`src/strf_pkg.sv`:
```
// ----------------------------------------------------------------------------
// strf_pkg: shared definitions of the transmitter register file
// Widths, register offsets, operation and alias codes, reset values, masks
// and the alias write helper used by the channels and the register file.
// ----------------------------------------------------------------------------
package strf_pkg;

    // FIFO geometry (valid range of FIFO_DEPTH: 4 to 16, even).
    localparam int FIFO_DEPTH = 8;
    localparam int FILL_W     = $clog2(FIFO_DEPTH + 1);

    // Field widths of the bus channels.
    localparam int OP_W   = 2;
    localparam int IDX_W  = 9;
    localparam int MOD_W  = 2;
    localparam int DATA_W = 32;

    // Operation codes.
    localparam logic [OP_W-1:0] OP_READ  = 2'd0;
    localparam logic [OP_W-1:0] OP_WRITE = 2'd1;
    localparam logic [OP_W-1:0] OP_TICK  = 2'd2;

    // Address alias codes.
    localparam logic [MOD_W-1:0] MOD_PLAIN  = 2'd0;
    localparam logic [MOD_W-1:0] MOD_SET    = 2'd1;
    localparam logic [MOD_W-1:0] MOD_CLEAR  = 2'd2;
    localparam logic [MOD_W-1:0] MOD_TOGGLE = 2'd3;

    // Register offsets.
    localparam logic [IDX_W-1:0] IDX_CTRL      = 9'd0;
    localparam logic [IDX_W-1:0] IDX_STAT      = 9'd1;
    localparam logic [IDX_W-1:0] IDX_FRAMECTRL = 9'd2;
    localparam logic [IDX_W-1:0] IDX_SRR       = 9'd3;
    localparam logic [IDX_W-1:0] IDX_DEBUG     = 9'd4;
    localparam logic [IDX_W-1:0] IDX_DATA      = 9'd5;
    localparam logic [IDX_W-1:0] IDX_VERSION   = 9'd6;

    // CTRL bit positions.
    localparam int CB_RUN  = 0;
    localparam int CB_ERR  = 1;
    localparam int CB_OVF  = 2;
    localparam int CB_UNF  = 3;
    localparam int CB_WLEN = 4;
    localparam int CB_GATE = 30;
    localparam int CB_SRST = 31;

    // Masks and reset values.
    localparam logic [DATA_W-1:0] CTRL_MASK     = 32'hc01f003f;
    localparam logic [DATA_W-1:0] CTRL_INIT     = 32'hc0000020;
    localparam logic [DATA_W-1:0] FCTL_MASK     = 32'h000377ff;
    localparam logic [DATA_W-1:0] FCTL_INIT     = 32'h00020000;
    localparam logic [DATA_W-1:0] SRR_MASK      = 32'h700fffff;
    localparam logic [DATA_W-1:0] SRR_INIT      = 32'h10000000;
    localparam logic [DATA_W-1:0] VERSION_VALUE = 32'h01010000;
    localparam logic [DATA_W-1:0] STAT_BASE     = 32'h80000000;

    // Plain, set, clear or toggle write through a writable mask.
    function automatic logic [DATA_W-1:0] alias_write(
        input logic [DATA_W-1:0] old_v,
        input logic [DATA_W-1:0] new_v,
        input logic [DATA_W-1:0] mask,
        input logic [MOD_W-1:0]  md
    );
        logic [DATA_W-1:0] w;
        logic [DATA_W-1:0] m;
        w = old_v & mask;
        m = new_v & mask;
        unique case (md)
            MOD_PLAIN:  w = m;
            MOD_SET:    w = w | m;
            MOD_CLEAR:  w = w & ~m;
            MOD_TOGGLE: w = w ^ m;
        endcase
        return (old_v & ~mask) | w;
    endfunction

endpackage

```
`src/strf_cmd_if.sv`:
```
// ----------------------------------------------------------------------------
// strf_cmd_if: bus command channel
// Carries one bus read, bus write or frame tick per beat.
// ----------------------------------------------------------------------------
interface strf_cmd_if;
    logic                          valid;
    logic                          ready;
    logic [strf_pkg::OP_W-1:0]     operation;
    logic [strf_pkg::IDX_W-1:0]    reg_index;
    logic [strf_pkg::MOD_W-1:0]    modifier;
    logic [strf_pkg::DATA_W-1:0]   write_data;

    modport source (output valid, output operation, output reg_index,
                    output modifier, output write_data, input ready);
    modport sink   (input valid, input operation, input reg_index,
                    input modifier, input write_data, output ready);
endinterface

```
`src/strf_rsp_if.sv`:
```
// ----------------------------------------------------------------------------
// strf_rsp_if: result channel
// Carries read data, interrupt and DMA levels and the popped frame per beat.
// ----------------------------------------------------------------------------
interface strf_rsp_if;
    logic                          valid;
    logic                          ready;
    logic [strf_pkg::DATA_W-1:0]   read_data;
    logic                          irq_level;
    logic                          dma_request;
    logic                          frame_valid;
    logic [strf_pkg::DATA_W-1:0]   frame_word_first;
    logic [strf_pkg::DATA_W-1:0]   frame_word_second;

    modport source (output valid, output read_data, output irq_level,
                    output dma_request, output frame_valid,
                    output frame_word_first, output frame_word_second,
                    input ready);
    modport sink   (input valid, input read_data, input irq_level,
                    input dma_request, input frame_valid,
                    input frame_word_first, input frame_word_second,
                    output ready);
endinterface

```
`src/spdif_tx_register_fifo.sv`:
```
// ----------------------------------------------------------------------------
// spdif_tx_register_fifo: register file and transmit FIFO
// Bus reads, aliased writes and frame ticks against CTRL, FRAMECTRL, SRR and
// a shifting sample FIFO, one result beat per command beat.
// ----------------------------------------------------------------------------
// Each command beat yields exactly one result beat, in order. The command
// lands in an input register, the whole register and FIFO update is done in
// one pass of logic, and the result lands in an output register. Throughput
// is one command per cycle as long as results are taken; while the output
// register is held, one more command waits in the input register and then
// cmd.ready drops. The FIFO is a shift line of FIFO_DEPTH words read only at
// its head, so a tick pops a frame in the same pass.
module spdif_tx_register_fifo (
    input  logic   clk,
    input  logic   rst_n,
    strf_cmd_if.sink   cmd,
    strf_rsp_if.source rsp
);
    import strf_pkg::*;

    // Input stage.
    logic                in_valid_reg;
    logic [OP_W-1:0]     op_reg;
    logic [IDX_W-1:0]    idx_reg;
    logic [MOD_W-1:0]    mod_reg;
    logic [DATA_W-1:0]   data_reg;

    // Architectural state.
    logic [DATA_W-1:0]   ctl_reg, ctl_next;
    logic [DATA_W-1:0]   fctl_reg, fctl_next;
    logic [DATA_W-1:0]   srr_reg, srr_next;
    logic [FILL_W-1:0]   fill_reg, fill_next;
    logic                conv_reg, conv_next;
    logic                tend_reg, tend_next;
    logic                dtog_reg, dtog_next;
    logic [DATA_W-1:0]   fifo_reg [FIFO_DEPTH];
    logic [DATA_W-1:0]   fifo_next [FIFO_DEPTH];

    // Output stage.
    logic                out_valid_reg;
    logic [DATA_W-1:0]   rd_reg;
    logic                irq_reg;
    logic                fv_reg;
    logic [DATA_W-1:0]   w0_reg;
    logic [DATA_W-1:0]   w1_reg;

    // Per-command results of the update pass.
    logic [DATA_W-1:0]   rd_c;
    logic                fv_c;
    logic [DATA_W-1:0]   w0_c;
    logic [DATA_W-1:0]   w1_c;
    logic [DATA_W-1:0]   ctl_w;
    logic [FILL_W-1:0]   cap;
    logic [FILL_W-1:0]   cap_w;
    logic [FILL_W-1:0]   frame_n;
    logic                advance;

    // The input register moves on when the output register is free.
    assign advance   = in_valid_reg && (!out_valid_reg || rsp.ready);
    assign cmd.ready = !in_valid_reg || advance;

    // Capacity follows the word length bit.
    assign cap = ctl_reg[CB_WLEN] ? FILL_W'(FIFO_DEPTH) : FILL_W'(FIFO_DEPTH / 2);

    // Register and FIFO update for the command in the input register.
    always_comb
    begin
        ctl_next  = ctl_reg;
        fctl_next = fctl_reg;
        srr_next  = srr_reg;
        fill_next = fill_reg;
        conv_next = conv_reg;
        tend_next = tend_reg;
        dtog_next = dtog_reg;
        fifo_next = fifo_reg;
        rd_c      = '0;
        fv_c      = 1'b0;
        w0_c      = '0;
        w1_c      = '0;
        ctl_w     = alias_write(ctl_reg, data_reg, CTRL_MASK, mod_reg);
        cap_w     = ctl_w[CB_WLEN] ? FILL_W'(FIFO_DEPTH) : FILL_W'(FIFO_DEPTH / 2);
        frame_n   = ctl_reg[CB_WLEN] ? FILL_W'(1) : FILL_W'(2);

        // Status bits only clear through the clear alias.
        if (mod_reg == MOD_PLAIN || mod_reg == MOD_TOGGLE)
        begin
            ctl_w[CB_OVF] = ctl_reg[CB_OVF];
            ctl_w[CB_UNF] = ctl_reg[CB_UNF];
        end

        unique case (op_reg)
            OP_READ:
            begin
                if (mod_reg == MOD_PLAIN)
                begin
                    unique case (idx_reg)
                        IDX_CTRL:      rd_c = ctl_reg;
                        IDX_STAT:      rd_c = STAT_BASE | {31'd0, tend_reg};
                        IDX_FRAMECTRL: rd_c = fctl_reg;
                        IDX_SRR:       rd_c = srr_reg;
                        IDX_DEBUG:     rd_c = {30'd0, dtog_reg, fill_reg < cap};
                        IDX_VERSION:   rd_c = VERSION_VALUE;
                        default:       rd_c = '0;
                    endcase
                end
            end
            OP_WRITE:
            begin
                unique case (idx_reg)
                    IDX_CTRL:
                    begin
                        if (ctl_w[CB_SRST])
                        begin
                            // Soft reset restores every reset value.
                            ctl_next  = CTRL_INIT;
                            fctl_next = FCTL_INIT;
                            srr_next  = SRR_INIT;
                            fill_next = '0;
                            conv_next = 1'b0;
                            tend_next = 1'b0;
                            dtog_next = 1'b0;
                        end
                        else
                        begin
                            ctl_next = ctl_w;
                            if (ctl_w[CB_RUN] != ctl_reg[CB_RUN])
                            begin
                                if (ctl_w[CB_RUN])
                                begin
                                    tend_next = 1'b0;
                                    if (fill_reg == cap_w)
                                        conv_next = 1'b1;
                                end
                                else if (fill_reg == '0 && conv_reg)
                                begin
                                    tend_next = 1'b1;
                                    conv_next = 1'b0;
                                end
                            end
                        end
                    end
                    IDX_FRAMECTRL:
                        fctl_next = alias_write(fctl_reg, data_reg, FCTL_MASK, mod_reg);
                    IDX_SRR:
                        srr_next = alias_write(srr_reg, data_reg, SRR_MASK, mod_reg);
                    IDX_DATA:
                    begin
                        // Push one word unless gated or in soft reset; a full FIFO flags overflow.
                        if (!(ctl_reg[CB_SRST] || ctl_reg[CB_GATE]))
                        begin
                            if (fill_reg >= cap)
                                ctl_next[CB_OVF] = 1'b1;
                            else
                            begin
                                for (int i = 0; i < FIFO_DEPTH; i++)
                                begin
                                    if (fill_reg == FILL_W'(i))
                                        fifo_next[i] = data_reg;
                                end
                                fill_next = fill_reg + FILL_W'(1);
                                if (ctl_reg[CB_RUN] && fill_next == cap)
                                begin
                                    conv_next = 1'b1;
                                    tend_next = 1'b0;
                                end
                            end
                        end
                    end
                    default: ;
                endcase
            end
            OP_TICK:
            begin
                // Pop one frame, or flag underflow when too few words are held.
                if (ctl_reg[CB_RUN] && !ctl_reg[CB_SRST] && !ctl_reg[CB_GATE] && conv_reg)
                begin
                    if (fill_reg >= frame_n)
                    begin
                        w0_c      = fifo_reg[0];
                        if (!ctl_reg[CB_WLEN])
                            w1_c = fifo_reg[1];
                        fv_c      = 1'b1;
                        fill_next = fill_reg - frame_n;
                        dtog_next = !dtog_reg;
                        if (ctl_reg[CB_WLEN])
                        begin
                            for (int i = 0; i < FIFO_DEPTH - 1; i++)
                                fifo_next[i] = fifo_reg[i + 1];
                        end
                        else
                        begin
                            for (int i = 0; i < FIFO_DEPTH - 2; i++)
                                fifo_next[i] = fifo_reg[i + 2];
                        end
                    end
                    else
                        ctl_next[CB_UNF] = 1'b1;
                end
            end
            default: ;
        endcase
    end

    // Input register.
    always_ff @(posedge clk or negedge rst_n)
    begin
        if (!rst_n)
            in_valid_reg <= 1'b0;
        else if (cmd.ready)
            in_valid_reg <= cmd.valid;
    end

    always_ff @(posedge clk)
    begin
        if (cmd.valid && cmd.ready)
        begin
            op_reg   <= cmd.operation;
            idx_reg  <= cmd.reg_index;
            mod_reg  <= cmd.modifier;
            data_reg <= cmd.write_data;
        end
    end

    // Control and status state.
    always_ff @(posedge clk or negedge rst_n)
    begin
        if (!rst_n)
        begin
            ctl_reg  <= CTRL_INIT;
            fctl_reg <= FCTL_INIT;
            srr_reg  <= SRR_INIT;
            fill_reg <= '0;
            conv_reg <= 1'b0;
            tend_reg <= 1'b0;
            dtog_reg <= 1'b0;
        end
        else if (advance)
        begin
            ctl_reg  <= ctl_next;
            fctl_reg <= fctl_next;
            srr_reg  <= srr_next;
            fill_reg <= fill_next;
            conv_reg <= conv_next;
            tend_reg <= tend_next;
            dtog_reg <= dtog_next;
        end
    end

    // Sample FIFO words; entries at or above the fill count are never read.
    always_ff @(posedge clk)
    begin
        if (advance)
            fifo_reg <= fifo_next;
    end

    // Output register.
    always_ff @(posedge clk or negedge rst_n)
    begin
        if (!rst_n)
            out_valid_reg <= 1'b0;
        else if (advance)
            out_valid_reg <= 1'b1;
        else if (rsp.ready)
            out_valid_reg <= 1'b0;
    end

    always_ff @(posedge clk)
    begin
        if (advance)
        begin
            rd_reg  <= rd_c;
            irq_reg <= ctl_next[CB_ERR] && (ctl_next[CB_OVF] || ctl_next[CB_UNF]);
            fv_reg  <= fv_c;
            w0_reg  <= w0_c;
            w1_reg  <= w1_c;
        end
    end

    assign rsp.valid             = out_valid_reg;
    assign rsp.read_data         = rd_reg;
    assign rsp.irq_level         = irq_reg;
    assign rsp.dma_request       = dtog_reg;
    assign rsp.frame_valid       = fv_reg;
    assign rsp.frame_word_first  = w0_reg;
    assign rsp.frame_word_second = w1_reg;

`ifndef SYNTHESIS
    // A popped frame always flips the DMA request line.
    assert property (@(posedge clk) disable iff (!rst_n)
        advance && fv_c |=> dtog_reg != $past(dtog_reg))
        else $error("DMA request did not toggle on a popped frame");

    // The fill count never passes the FIFO depth.
    assert property (@(posedge clk) disable iff (!rst_n)
        fill_reg <= FILL_W'(FIFO_DEPTH))
        else $error("FIFO fill count beyond depth");

    // Commands are only held back while both stages are occupied and stalled.
    assert property (@(posedge clk) disable iff (!rst_n)
        !cmd.ready |-> in_valid_reg && out_valid_reg && !rsp.ready)
        else $error("command stalled without a stalled result");
`endif

endmodule

```
`src/flat_wrapper.sv`:
```
// flat-port wrapper written by rule: the top's interface ports become plain ports
module spdif_tx_register_fifo_flat import strf_pkg::*;
  (clk, rst_n, cmd_valid, cmd_operation, cmd_reg_index, cmd_modifier, cmd_write_data, cmd_ready, rsp_valid, rsp_read_data, rsp_irq_level, rsp_dma_request, rsp_frame_valid, rsp_frame_word_first, rsp_frame_word_second, rsp_ready);
  strf_cmd_if cmd_i ();
  strf_rsp_if rsp_i ();
  input  logic clk;
  input  logic rst_n;
  input wire logic [$bits(cmd_i.valid)-1:0] cmd_valid;
  input wire logic [$bits(cmd_i.operation)-1:0] cmd_operation;
  input wire logic [$bits(cmd_i.reg_index)-1:0] cmd_reg_index;
  input wire logic [$bits(cmd_i.modifier)-1:0] cmd_modifier;
  input wire logic [$bits(cmd_i.write_data)-1:0] cmd_write_data;
  output wire logic [$bits(cmd_i.ready)-1:0] cmd_ready;
  output wire logic [$bits(rsp_i.valid)-1:0] rsp_valid;
  output wire logic [$bits(rsp_i.read_data)-1:0] rsp_read_data;
  output wire logic [$bits(rsp_i.irq_level)-1:0] rsp_irq_level;
  output wire logic [$bits(rsp_i.dma_request)-1:0] rsp_dma_request;
  output wire logic [$bits(rsp_i.frame_valid)-1:0] rsp_frame_valid;
  output wire logic [$bits(rsp_i.frame_word_first)-1:0] rsp_frame_word_first;
  output wire logic [$bits(rsp_i.frame_word_second)-1:0] rsp_frame_word_second;
  input wire logic [$bits(rsp_i.ready)-1:0] rsp_ready;
  assign cmd_i.valid = cmd_valid;
  assign cmd_i.operation = cmd_operation;
  assign cmd_i.reg_index = cmd_reg_index;
  assign cmd_i.modifier = cmd_modifier;
  assign cmd_i.write_data = cmd_write_data;
  assign cmd_ready = cmd_i.ready;
  assign rsp_valid = rsp_i.valid;
  assign rsp_read_data = rsp_i.read_data;
  assign rsp_irq_level = rsp_i.irq_level;
  assign rsp_dma_request = rsp_i.dma_request;
  assign rsp_frame_valid = rsp_i.frame_valid;
  assign rsp_frame_word_first = rsp_i.frame_word_first;
  assign rsp_frame_word_second = rsp_i.frame_word_second;
  assign rsp_i.ready = rsp_ready;
  spdif_tx_register_fifo u_core (.clk(clk), .rst_n(rst_n), .cmd(cmd_i), .rsp(rsp_i));
endmodule
```
`config.mk`:
```
export PLATFORM = sky130hd
export DESIGN_NAME = spdif_tx_register_fifo_flat
export DESIGN_NICKNAME = d
export VERILOG_FILES = /design/src/strf_pkg.sv /design/src/strf_cmd_if.sv /design/src/strf_rsp_if.sv /design/src/spdif_tx_register_fifo.sv /design/src/flat_wrapper.sv
export SDC_FILE = /design/constraint.sdc
export NUM_CORES = 1
export LEC_CHECK = 0
export ABC_AREA = 1
export ABC_CLOCK_PERIOD_IN_PS = 11200
export BUFFER_PORTS_ARGS = -buffer_cell sky130_fd_sc_hd__clkbuf_2
export CORE_ASPECT_RATIO = 0.6
export CORE_MARGIN = 4
export CORE_UTILIZATION = 55
export CTS_CLUSTER_DIAMETER = 150
export DETAILED_ROUTE_END_ITERATION = 10
export PLACE_DENSITY = 0.73
export SYNTH_ARGS = -nofsm -noshare
export SYNTH_HDL_FRONTEND = slang
export SYNTH_SLANG_ARGS = --single-unit
```
`constraint.sdc`:
```
create_clock -name clk -period 11.2 [get_ports clk]
set_input_delay 1.12 -clock clk [delete_from_list [all_inputs] [get_ports clk]]
set_output_delay 1.12 -clock clk [all_outputs]
set_load 0.01 [all_outputs]
```
# Word level (Yosys, flattened, before mapping)
# Cells that the tools add are included.
[classes]
n_reduce_logical = 46
eq_ne = 47
n_addsub = 2
muxes = 74
order_cmp = 3
n_bitwise = 20
[op_table]
columns = ["op", "n"]
rows = [
  ["two-way mux 256 bit", 3],
  ["two-way mux 32 bit", 16],
  ["two-way mux 224 bit", 2],
  ["one-hot mux 224 bit (2 select lines)", 1],
  ["one-hot mux 32 bit (4 select lines)", 3],
  ["two-way mux 192 bit", 1],
  ["one-hot mux 32 bit (6 select lines)", 1],
  ["one-hot mux 32 bit (2 select lines)", 2],
  ["bitwise OR 32 bit", 3],
  ["AND reduction 8 bit", 8],
  ["bitwise AND 18 x 32 -> 32 bit", 1],
  ["bitwise AND 31 x 32 -> 32 bit", 1],
  ["bitwise AND 32 bit", 1],
  ["NOT 18 -> 32 bit", 1],
  ["NOT 31 -> 32 bit", 1],
  ["NOT 32 bit", 1],
  ["bitwise OR 30 x 32 -> 32 bit", 1],
  ["XOR 32 bit", 1],
  ["bitwise OR 31 bit", 1],
  ["XOR 31 bit", 1],
  ["two-way mux 4 bit", 7],
  ["equality test 9 x 3 -> 1 bit, second input constant", 3],
  ["two-way mux 1 bit", 27],
  ["!= test 2 x 1 -> 1 bit, second input constant", 13],
  ["39 further kinds", 92],
]
[word_totals]
ff_bits = 504

# Longest topological paths before layout
# Gate-level depths: netlist (run 1).
[depth]
word_depth = 11
mapped_depth = 15

# Worst setup path before layout (run 1)
# Ideal clock, no wire load.
[synth_timing]
path_kind = "in2reg"
from = "input rsp_ready"
to = "register u_core.fifo_reg[0] (netlist name) (enable)"
t_required_ps = 10739
setup_slack_ps = 5075
setup_time_ps = 461
path_stages = 6
arrival_time_ps = 5664
cell_sequence = "inv_1 -> nand2_1 -> nand2_2 -> inv_1 -> nand4_1 -> nor3_1"
[synth_between]
elab_chain_cells = 3
[synth_lines]
columns = ["element", "line_no", "source"]
rows = [
  ["from (decl)", "flat_wrapper.sv:21", "input wire logic [$bits(rsp_i.ready)-1:0] rsp_ready;"],
  ["logical OR 1 bit", "spdif_tx_register_fifo.sv:59", "assign advance = in_valid_reg && (!out_valid_reg || rsp.ready);"],
  ["logical AND 1 bit", "spdif_tx_register_fifo.sv:59", ""],
  ["named net u_core.advance", "spdif_tx_register_fifo.sv:56", "logic advance;"],
  ["AND reduction 6 bit (no line)", "-", ""],
  ["to (signal assigned)", "spdif_tx_register_fifo.sv:253", "fifo_reg <= fifo_next;"],
  ["to (decl)", "spdif_tx_register_fifo.sv:36", "logic [DATA_W-1:0] fifo_reg [FIFO_DEPTH];"],
]
# The timed path passes the listed nets, and every way through them passes these cells.
# A chain may end at the register's enable or synchronous reset.

# Final worst setup path (run 1)
[layout_timing]
from = "register u_core.ctl_reg[4]"
to = "register u_core.fifo_reg[229] (netlist name) (enable)"
[layout_between]
elab_chain_cells = 4
word_cells_on_any_way = 7
classes_between = "order compare: 2; eq/ne: 2; mux: 2; reduce/logical: 1"
[layout_lines]
columns = ["element", "line_no", "source"]
rows = [
  ["from (decl)", "spdif_tx_register_fifo.sv:29", "logic [DATA_W-1:0] ctl_reg, ctl_next;"],
  ["from (signal assigned)", "spdif_tx_register_fifo.sv:239", "ctl_reg <= ctl_next;"],
  ["two-way mux 4 bit or two-way mux 2 bit (tied branches)", "spdif_tx_register_fifo.sv:63, spdif_tx_register_fifo.sv:82", ""],
  ["greater-or-equal comparator 4 bit (on tied branches)", "spdif_tx_register_fifo.sv:151, spdif_tx_register_fifo.sv:177", ""],
  ["!= test 2 bit (no line) or != test 2 x 1 -> 1 bit (tied branches)", "-", ""],
  ["AND reduction 8 bit (no line) (*)", "-", ""],
]
# Mark *: on every way between the ends. The rest lies on a longest branch, timed or not.

==> results of run 1 <==
==> worst paths after layout <==
path                                                     from                              to  slack [ps]  cells past startpoint
min in group asynchronous                               rst_n  u_core.srr_reg[17]$_DFFE_PN0P_         760                      2
worst max register to register  u_core.ctl_reg[4]$_DFFE_PN0P_  u_core.fifo_reg[229]$_DFFE_PP_        6590                      8
worst min-delay path            u_core.data_reg[25]$_DFFE_PP_   u_core.fifo_reg[25]$_DFFE_PP_         520                      0
worst max-delay path            u_core.ctl_reg[4]$_DFFE_PN0P_  u_core.fifo_reg[229]$_DFFE_PP_        6590                      8
worst min register to register  u_core.data_reg[25]$_DFFE_PP_   u_core.fifo_reg[25]$_DFFE_PP_         520                      0
max in group asynchronous                               rst_n   u_core.ctl_reg[4]$_DFFE_PN0P_        9760                      2
==> through the flow <==
step           utilization, %  setup slack, ps
2_1_floorplan               -             5075
3_3_place_gp            59.08             6811
3_5_place_dp            59.08             6686
4_1_cts                 62.32             6646
5_1_grt                 62.32             6213
6_report                62.33             6592
==> power breakdown <==
group / internal [uW] / switching (uW)
logic: 129 / 301
clock network: 776 / 639
registers: 1940 / 61.4
total: 2850 / 1000
==> per-layer routing <==
| layer | up-vias | routed length [um] | track usage (%) |
|---|---|---|---|
| li1 | 7992 | - | - |
| met1 | 8167 | 23500 | 31.75 |
| met2 | 683 | 25250 | 37.83 |
| met3 | 108 | 3569 | 3.724 |
| met4 | 0 | 1164 | 6.674 |
| met5 | - | 0 | 0 |
==> cell type report <==
type	instances	area share [%]
inverter	305	4.518
sequential	455	52.30
tap	560	2.741
clock buffer	57	4.499
clock inverter	21	0.7098
timing repair buffer	164	3.358
antenna	1	0.009790
multi-input combinational	1402	31.86
==> layout by cell type (no fill, tap or decap), types with 7 or more instances in the layout <==
cell       count
nand4_1        8
dfrtp_1       55
inv_2          7
clkbuf_2     149
nor3_1         7
buf_4         15
edfxtp_1     394
o21ai_0      238
o22ai_1       19
inv_1        295
ha_1         119
clkbuf_1      13
nor2_4        11
nor2_2         7
o31ai_2       14
clkinv_1       7
o21ai_1       60
a21oi_1      216
nand2_1      454
nor2_1        95
nand3_1       28
nand3_4       31
clkbuf_16     44
o211ai_1      57
==> synthesized netlist by cell type (2+ instances only) <==
cell,n,area (sq um)
buf_6,5,56.30
nand2_2,4,25.02
buf_4,12,90.09
nand3_1,28,140.1
a21oi_1,219,1096
nor2_1,98,367.9
inv_2,7,26.28
o21ai_1,60,300.3
nand3b_1,2,15.01
o2111ai_1,3,26.28
nand4_1,8,50.05
dfstp_2,5,131.4
o221ai_1,4,35.03
nand2_1,454,1704
nor2_4,7,78.83
dfrtp_1,56,1401
nor2_2,8,50.05
o211ai_1,57,427.9
inv_1,298,1119
a22oi_1,3,22.52
nand3_4,31,543.0
a211oi_1,2,15.01
clkbuf_1,55,206.5
ha_1,120,1501
o21ai_0,238,1191
o22ai_1,19,118.9
nor3_1,9,45.04
o31ai_2,14,175.2
buf_1,17,63.81
buf_2,39,195.2
o21a_1,2,15.01
edfxtp_1,394,11830
==> critical path: stages (launching register included) <==
cell and delay, ps:
dfrtp_4 940, inv_4 490, ha_1 470, nand2_1 100, nand3_1 190, o21ai_0 200
nand3_1 140, nand3b_1 580, a21oi_4 1050
==> cell families (layout without fill, tap and decap cells) <==
kind of cell / Yosys count / after routing / share of synthesized area (%)
simple gates: 653 / 653 / 13.22
flops: 455 / 455 / 57.63
compound gates: 627 / 627 / 15.00
buf+inv: 433 / 547 / 7.575
other cells: 1 / 2 / 0.01617
fa+ha+maj: 121 / 121 / 6.561
==> impl_metrics.py, run 1 <==
metrics = {
    "worst_setup_path": {
        "arrival_ps": 4780,
        "crit_path_end_kind": "register",
        "worstSetupStartpointType": "register",
        "criticalPathCategory": "register to register",
        "cp.required_ps": 11370,
        "path_max_fanout": 85,
    },
    "die": {
        "die_w_um": 273.1,
        "pin_count": 150,
        "core.rowCount": 57,
        "die_y_um": 167.1,
        "initial_core_util_pct": 56.55,
        "die_area_sq_mm": 0.04562,
        "core-area_sq_mm": 0.04101,
    },
    "clock_network": {
        "clockRootBuffer": "clkbuf_16",
        "cts_resized": 0,
        "htreeDepth": 2,
        "cts.reportedPaths.clkPinSlew_ps": 60,
        "cts_tree": "built",
        "cts_sinks": 455,
        "hold_buffers": 0,
        "cts_setup_buffers": 0,
        "clk-insertion-delay-late_ps": 560,
        "numCtsBuffers": 43,
        "clk_path_buf_depth": 3,
    },
    "layout": {
        "multiInputGateArea_sq_mm": 0.008144,
        "num-fill-cells": 3217,
        "largest_register_ffs": 256,
        "drive_gt1_share_pct": 13.14,
        "finalNonFillerCells": 2965,
        "fin_area_sq_mm": 0.02556,
        "ff_latch_area_sq_mm": 0.01337,
        "nets": 2541,
        "area_growth_pct": 10.21,
    },
    "power": {
        "peakVddDrop_uv": 105.5,
        "totalPowerFinal_uw": 3848,
        "p_leak_uw": 0.01107,
        "pwr_density_cell_mw_per_mm2": 150.5,
    },
    "detailed_routing": {
        "drtPass1Iterations": 5,
        "totalWireLength_um": 53490,
        "drt-initial-drc-count": 1810,
        "routedWlPerCell_um": 18.04,
        "via_per_inst": 5.717,
        "drc": 0,
        "vias": 16950,
        "antenna_left": 0,
    },
    "job": {
        "maxCapViolations": 0,
    },
    "place": {
        "dp_hpwl_um": 35730,
        "io_buffers": 149,
        "routabilityCongestion": 0.8732,
        "dp.cells": 2886,
        "placed_area_sq_mm": 0.02423,
    },
    "yosys": {
        "synth_area_sq_mm": 0.02319,
        "async_reset_ff_share_pct": 13.41,
        "syn-num-nets": 2460,
        "postSynthCellCount": 2290,
        "synth_edf_count": 394,
        "ys_ff_latch": 455,
        "ys_types": 44,
        "yosys_warnings": 0,
        "syn_area_per_cell_sq_um": 10.13,
        "synth_top_flop_cell": "edfxtp_1",
        "ys_seq_area_share_pct": 57.63,
    },
    "timing": {
        "hold_viol_final": 0,
        "hold_ws_ps": 519.7,
        "tightest_slew_ps": 1190,
        "relSlewSlack_pct": 20.50,
        "rsz0062_at_grt": "false",
        "setup_violations": 0,
        "period_share_pct": 41.14,
        "fin_setup_tns_ps": 0,
        "slew_violations": 0,
        "min_period_ps": 4608,
        "max_freq_ghz": 0.2170,
        "fin_skew_ps": 18.37,
    },
    "global_routing": {
        "antenna_found_initial": 0,
        "grt_pass1_wl_um": 86700,
        "grt_start_max_net_pins": 133,
        "track_usage_pct": 22.96,
        "overflow": 0,
        "grt_pass1_vias": 17099,
    },
    "worst_hold_path": {
        "hold_class": "register to register",
    },
    "outcome": {
        "status": "finished clean",
    },
}
No activity file was read; power rests on OpenSTA's default activity.
==> inputs of run 2 (changes only) <==
ABC_CLOCK_PERIOD_IN_PS = 4400   (was 11200)
clock period = 4.4 ns   (was 11.2 ns; I/O delays follow)
==> impl_metrics.py, run 2 (same netlist as run 1, synthesis figures left out) <==
metrics = {
    "layout": {
        "final_cell_mix": "454 x nand2_1, 394 x edfxtp_1, 295 x inv_1",
        "drive_gt1_share_pct": 13.52,
        "mostFrequentLayoutCell": "nand2_1",
        "nets": 2552,
        "antenna_cells": 0,
        "largest_register_ffs": 256,
        "finalNonFillerCells": 2971,
        "area_growth_pct": 10.70,
        "num-fill-cells": 3233,
    },
    "detailed_routing": {
        "antenna_left": 0,
        "via_per_inst": 5.699,
        "drtPass1Iterations": 6,
        "drt-initial-drc-count": 1825,
        "vias": 16931,
        "routedWlPerCell_um": 18.26,
        "drc": 0,
        "totalWireLength_um": 54240,
    },
    "timing": {
        "hold_ws_ps": 55.51,
        "setup_violations": 0,
        "tightest_slew_ps": 1238,
        "min_period_ps": 3348,
        "relSlewSlack_pct": 17.49,
        "max_freq_ghz": 0.2987,
        "slew_violations": 0,
        "setup_ws_ps": 1052,
        "fin_skew_ps": 19.22,
        "period_share_pct": 76.10,
        "rsz0062_at_grt": "false",
        "hold_viol_final": 0,
    },
    "worst_setup_path": {
        "r2r_start": "u_core.fill_reg[0]$_DFFE_PN0P_",
        "arrival_ps": 3540,
        "criticalPathCategory": "register to register",
        "worstSetupStartpointType": "register",
        "crit_start": "u_core.fill_reg[0]$_DFFE_PN0P_",
        "crit_path_end_kind": "register",
        "path_max_fanout": 32,
        "cp.required_ps": 4590,
    },
    "clock_network": {
        "clockRootBuffer": "clkbuf_16",
        "cts.reportedPaths.clkPinSlew_ps": 70,
        "cts_sinks": 455,
        "cts_resized": 0,
        "cts_tree": "built",
        "clk-insertion-delay-late_ps": 560,
        "clk_path_buf_depth": 3,
        "numCtsBuffers": 43,
        "htreeDepth": 2,
    },
    "die": {
        "pin_count": 150,
        "die_y_um": 167.1,
        "initial_core_util_pct": 56.55,
        "die_area_sq_mm": 0.04562,
        "core.rowCount": 57,
        "core-area_sq_mm": 0.04101,
        "die_w_um": 273.1,
    },
    "global_routing": {
        "overflow": 0,
        "grt_pass1_vias": 17016,
        "track_usage_pct": 23.34,
        "grt_pass1_wl_um": 87570,
        "grt_start_max_net_pins": 151,
        "antenna_found_initial": 0,
    },
    "place": {
        "dp_hpwl_um": 36400,
        "routabilityCongestion": 0.8803,
        "io_buffers": 149,
        "dp.cells": 2896,
        "pre_cts_slack_ps": 1061,
    },
    "job": {
        "maxCapViolations": 0,
    },
    "worst_hold_path": {
        "hold_class": "input pin to register",
        "worstHoldStart": "cmd_modifier[1]",
    },
    "power": {
        "pwr_density_cell_mw_per_mm2": 384.1,
        "p_leak_uw": 0.01114,
        "peakVddDrop_uv": 375.4,
    },
    "outcome": {
        "status": "finished clean",
    },
}
run 2: cell types whose count changed in the layout (fill, tap and decap cells not counted), sizes merged:
cell         previous run  this run
inv                   309       307
bufinv                  2         3
dlygate4sd3             0         1
diode                   1         0
clkbuf                206       201
buf                    15        25
clkinvlp                2         4
run 2: path summary, 6_finish.rpt:
| kind | slack [ps] | end | depth (start not counted) |
|---|---|---|---|
| max in group asynchronous | 2770 | u_core.ctl_reg[31]$_DFFE_PN1P_ | 3 |
| min in group asynchronous | 550 | u_core.srr_reg[18]$_DFFE_PN0P_ | 2 |
| max reg2reg | 1050 | u_core.fifo_reg[122]$_DFFE_PP_ | 10 |
| min | 60 | u_core.mod_reg[1]$_DFFE_PP_ | 1 |
| min reg2reg | 510 | u_core.fifo_reg[27]$_DFFE_PP_ | 0 |
| max | 1050 | u_core.fifo_reg[122]$_DFFE_PP_ | 10 |
run 2: stage by stage:
stage	util (%)	TNS, ps	area [sq um]	power, uW
after floorplan	-	-1260	23200	5857
after global routing	62.61	0	25670	10250
after CTS	62.61	0	25670	9904
after detailed placement	59.32	0	24330	6289
final	62.61	0	25670	9860
after global placement	59.32	0	24330	6243
run 2: layout make-up:
type	count	area (sq um)	area share, %
clock buffers	52	1131	4.406
clock inverters	22	205.2	0.7993
well taps	560	700.7	2.729
repair buffers	175	955.9	3.723
flip-flops and latches	455	13370	52.07
inverters	305	1156	4.503
multi-input cells	1402	8157	31.77
run 2: worst max-delay path, cell delays in order (launching register included):
cell      delay (ps)
dfrtp_1          470
inv_1            140
ha_1             240
fa_1             410
nand3_1          150
inv_1             70
nand2_1           90
nand3_1          160
nand3b_1         550
a21oi_4          260
buf_4            440
run 2: where the power goes:
group	switching (uW)	leakage (uW)	internal, uW
combinational	796	0.00598	336
sequential	149	0.00452	4940
clock	1620	0.000643	2010
run 2: timing repair:
item | 4_1_cts | 5_1_grt
setup endpoints to repair | 0 | 0
hold endpoints to repair | 17 | 0
buffers inserted | 0 | 0
hold buffers | 1 | 0
run 2: metal layers:
| layer | share of wire [%] | global-route usage [%] | up-vias |
|---|---|---|---|
| li1 | - | - | 7988 |
| met1 | 44 | 32.43 | 8348 |
| met2 | 49 | 39.58 | 539 |
| met3 | 5.8 | 3.250 | 56 |
| met4 | 1.2 | 4.989 | 0 |
| met5 | 0 | 0 | - |
==> inputs of run 3 (changes only) <==
ABC_CLOCK_PERIOD_IN_PS = 3400   (was 4400)
clock period = 3.4 ns   (was 4.4 ns; I/O delays follow)
==> impl_metrics.py, run 3 (same netlist as run 1, synthesis figures left out) <==
metrics = {
    "outcome": {
        "status": "finished clean",
    },
    "layout": {
        "largest_register_ffs": 256,
        "final_cell_mix": "454 x nand2_1, 394 x edfxtp_1, 296 x inv_1",
        "drive_gt1_share_pct": 13.67,
        "area_growth_pct": 12.93,
        "mostFrequentLayoutCell": "nand2_1",
        "nets": 2609,
        "antenna_cells": 0,
    },
    "power": {
        "totalPowerFinal_uw": 12620,
        "p_leak_uw": 0.01139,
        "peakVddDrop_uv": 311.6,
        "pwr_density_cell_mw_per_mm2": 482.1,
    },
    "die": {
        "initial_core_util_pct": 56.55,
        "pin_count": 150,
        "die_area_sq_mm": 0.04562,
        "core-area_sq_mm": 0.04101,
        "die_y_um": 167.1,
        "core.rowCount": 57,
        "die_w_um": 273.1,
    },
    "global_routing": {
        "grt_use_met2_pct": 38.56,
        "top_usage_layer": "met2",
        "grt.met1_usage_pct": 32.10,
        "grt_pass1_wl_um": 87490,
        "grt_start_max_net_pins": 129,
        "overflow": 0,
        "antenna_found_initial": 0,
        "grt_pass1_vias": 17430,
        "track_usage_pct": 23.32,
        "met3_usage_pct": 3.868,
    },
    "clock_network": {
        "cts_resized": 0,
        "clk-insertion-delay-late_ps": 550,
        "clk_path_buf_depth": 3,
        "cts_setup_buffers": 0,
        "cts_tree": "built",
        "cts_sinks": 455,
        "hold_buffers": 46,
        "clockRootBuffer": "clkbuf_16",
        "numCtsBuffers": 43,
        "cts.reportedPaths.clkPinSlew_ps": 60,
        "htreeDepth": 2,
    },
    "place": {
        "pre_cts_slack_ps": 479.0,
        "dp_hpwl_um": 36470,
        "routabilityCongestion": 0.9075,
        "io_buffers": 149,
    },
    "worst_setup_path": {
        "max_stage_delay_ps": 490,
        "cp.required_ps": 3600,
        "r2r_start": "u_core.fill_reg[0]$_DFFE_PN0P_",
        "worstSetupStartpointType": "register",
        "crit_start": "u_core.fill_reg[0]$_DFFE_PN0P_",
        "cp_slowest_cell": "dfrtp_1",
        "worst-path-buf-inv": 4,
        "crit_path_end_kind": "register",
        "path_max_fanout": 32,
        "arrival_ps": 3140,
        "path_cells": "inv_1 -> ha_1 -> fa_1 -> nand3_1 -> inv_1 -> nand2_1 -> nand3_1 -> nand3b_1 -> buf_4 -> a21oi_4 -> buf_4",
        "criticalPathCategory": "register to register",
        "crit_family": "buffers and inverters",
    },
    "timing": {
        "max_freq_ghz": 0.3396,
        "setup_violations": 0,
        "slew_violations": 0,
        "setup_ws_ps": 455.6,
        "hold_viol_final": 0,
        "period_share_pct": 86.60,
        "tightest_slew_ps": 1102,
        "min_period_ps": 2944,
        "rsz0062_at_grt": "false",
        "fin_skew_ps": 11.12,
        "relSlewSlack_pct": 26.54,
    },
    "detailed_routing": {
        "antenna_left": 0,
        "drtPass1Iterations": 6,
        "totalWireLength_um": 53860,
        "drc": 0,
        "via_per_inst": 5.645,
        "routedWlPerCell_um": 17.76,
        "drt-initial-drc-count": 1672,
        "vias": 17117,
    },
    "job": {
        "maxCapViolations": 0,
    },
    "worst_hold_path": {
        "worstHoldStart": "cmd_valid",
        "hold_class": "input pin to register",
    },
}
[run 3: cell types whose count changed in the layout (fill, tap and decap cells not counted), moves of 2 or more]
cell	delta
inv_6	-3
clkinv_2	+5
clkinvlp_4	-2
buf_4	+11
clkbuf_1	+3
bufinv_16	-2
clkbuf_8	+2
dlygate4sd3_1	+45
[run 3: metrics by stage]
| step | setup TNS, ps | hold WS (ps) | instances | util, % | area (sq um) |
|---|---|---|---|---|---|
| 6_report | 0 | 64.45 | 3032 | 63.86 | 26190 |
| 5_1_grt | 0 | 42.43 | 3032 | 63.86 | 26190 |
| 4_1_cts | 0 | 36.84 | 3032 | 63.86 | 26190 |
| 3_5_place_dp | 0 | 405.1 | 2908 | 59.59 | 24430 |
| 3_3_place_gp | 0 | 415.6 | 2908 | 59.59 | 24430 |
| 2_1_floorplan | -1539 | 44.41 | 2290 | - | 23300 |
[run 3: metal layers]
metal	vias up	wire (um)
li1	8131	-
met2	627	25390
met3	120	3756
met1	8239	23280
met4	0	1431
met5	-	0
[run 3: power breakdown]
group          total, uW  switching (uW)  internal (uW)
sequential          6590             200           6390
clock               4550            2090           2460
combinational       1490            1010            477
total              12600            3290           9330
[run 3: cell type report]
class,count,area [sq um]
clock inverter,22,148.9
inverter,305,1156
sequential,455,13370
clock buffer,56,1145
tap,560,700.7
timing repair buffer,232,1509
fill,3230,14820
multi-input combinational,1402,8162
[run 3: worst min-delay path, stage by stage]
cell,delay (ps)
clkbuf_2,80
nand2_1,70
nand2_1,90
[run 3: worst paths after layout]
check / cells past startpoint / to / slack (ps)
setup / recovery: 11 / u_core.fifo_reg[72]$_DFFE_PP_ / 460
hold / removal: 3 / u_core.in_valid_reg$_DFFE_PN0N_ / 60
setup reg to reg: 11 / u_core.fifo_reg[72]$_DFFE_PP_ / 460
hold reg to reg: 2 / u_core.tend_reg$_DFFE_PN0P_ / 500
max in group asynchronous: 4 / u_core.srr_reg[10]$_DFFE_PN0P_ / 2020
min in group asynchronous: 2 / u_core.ctl_reg[17]$_DFFE_PN0P_ / 370
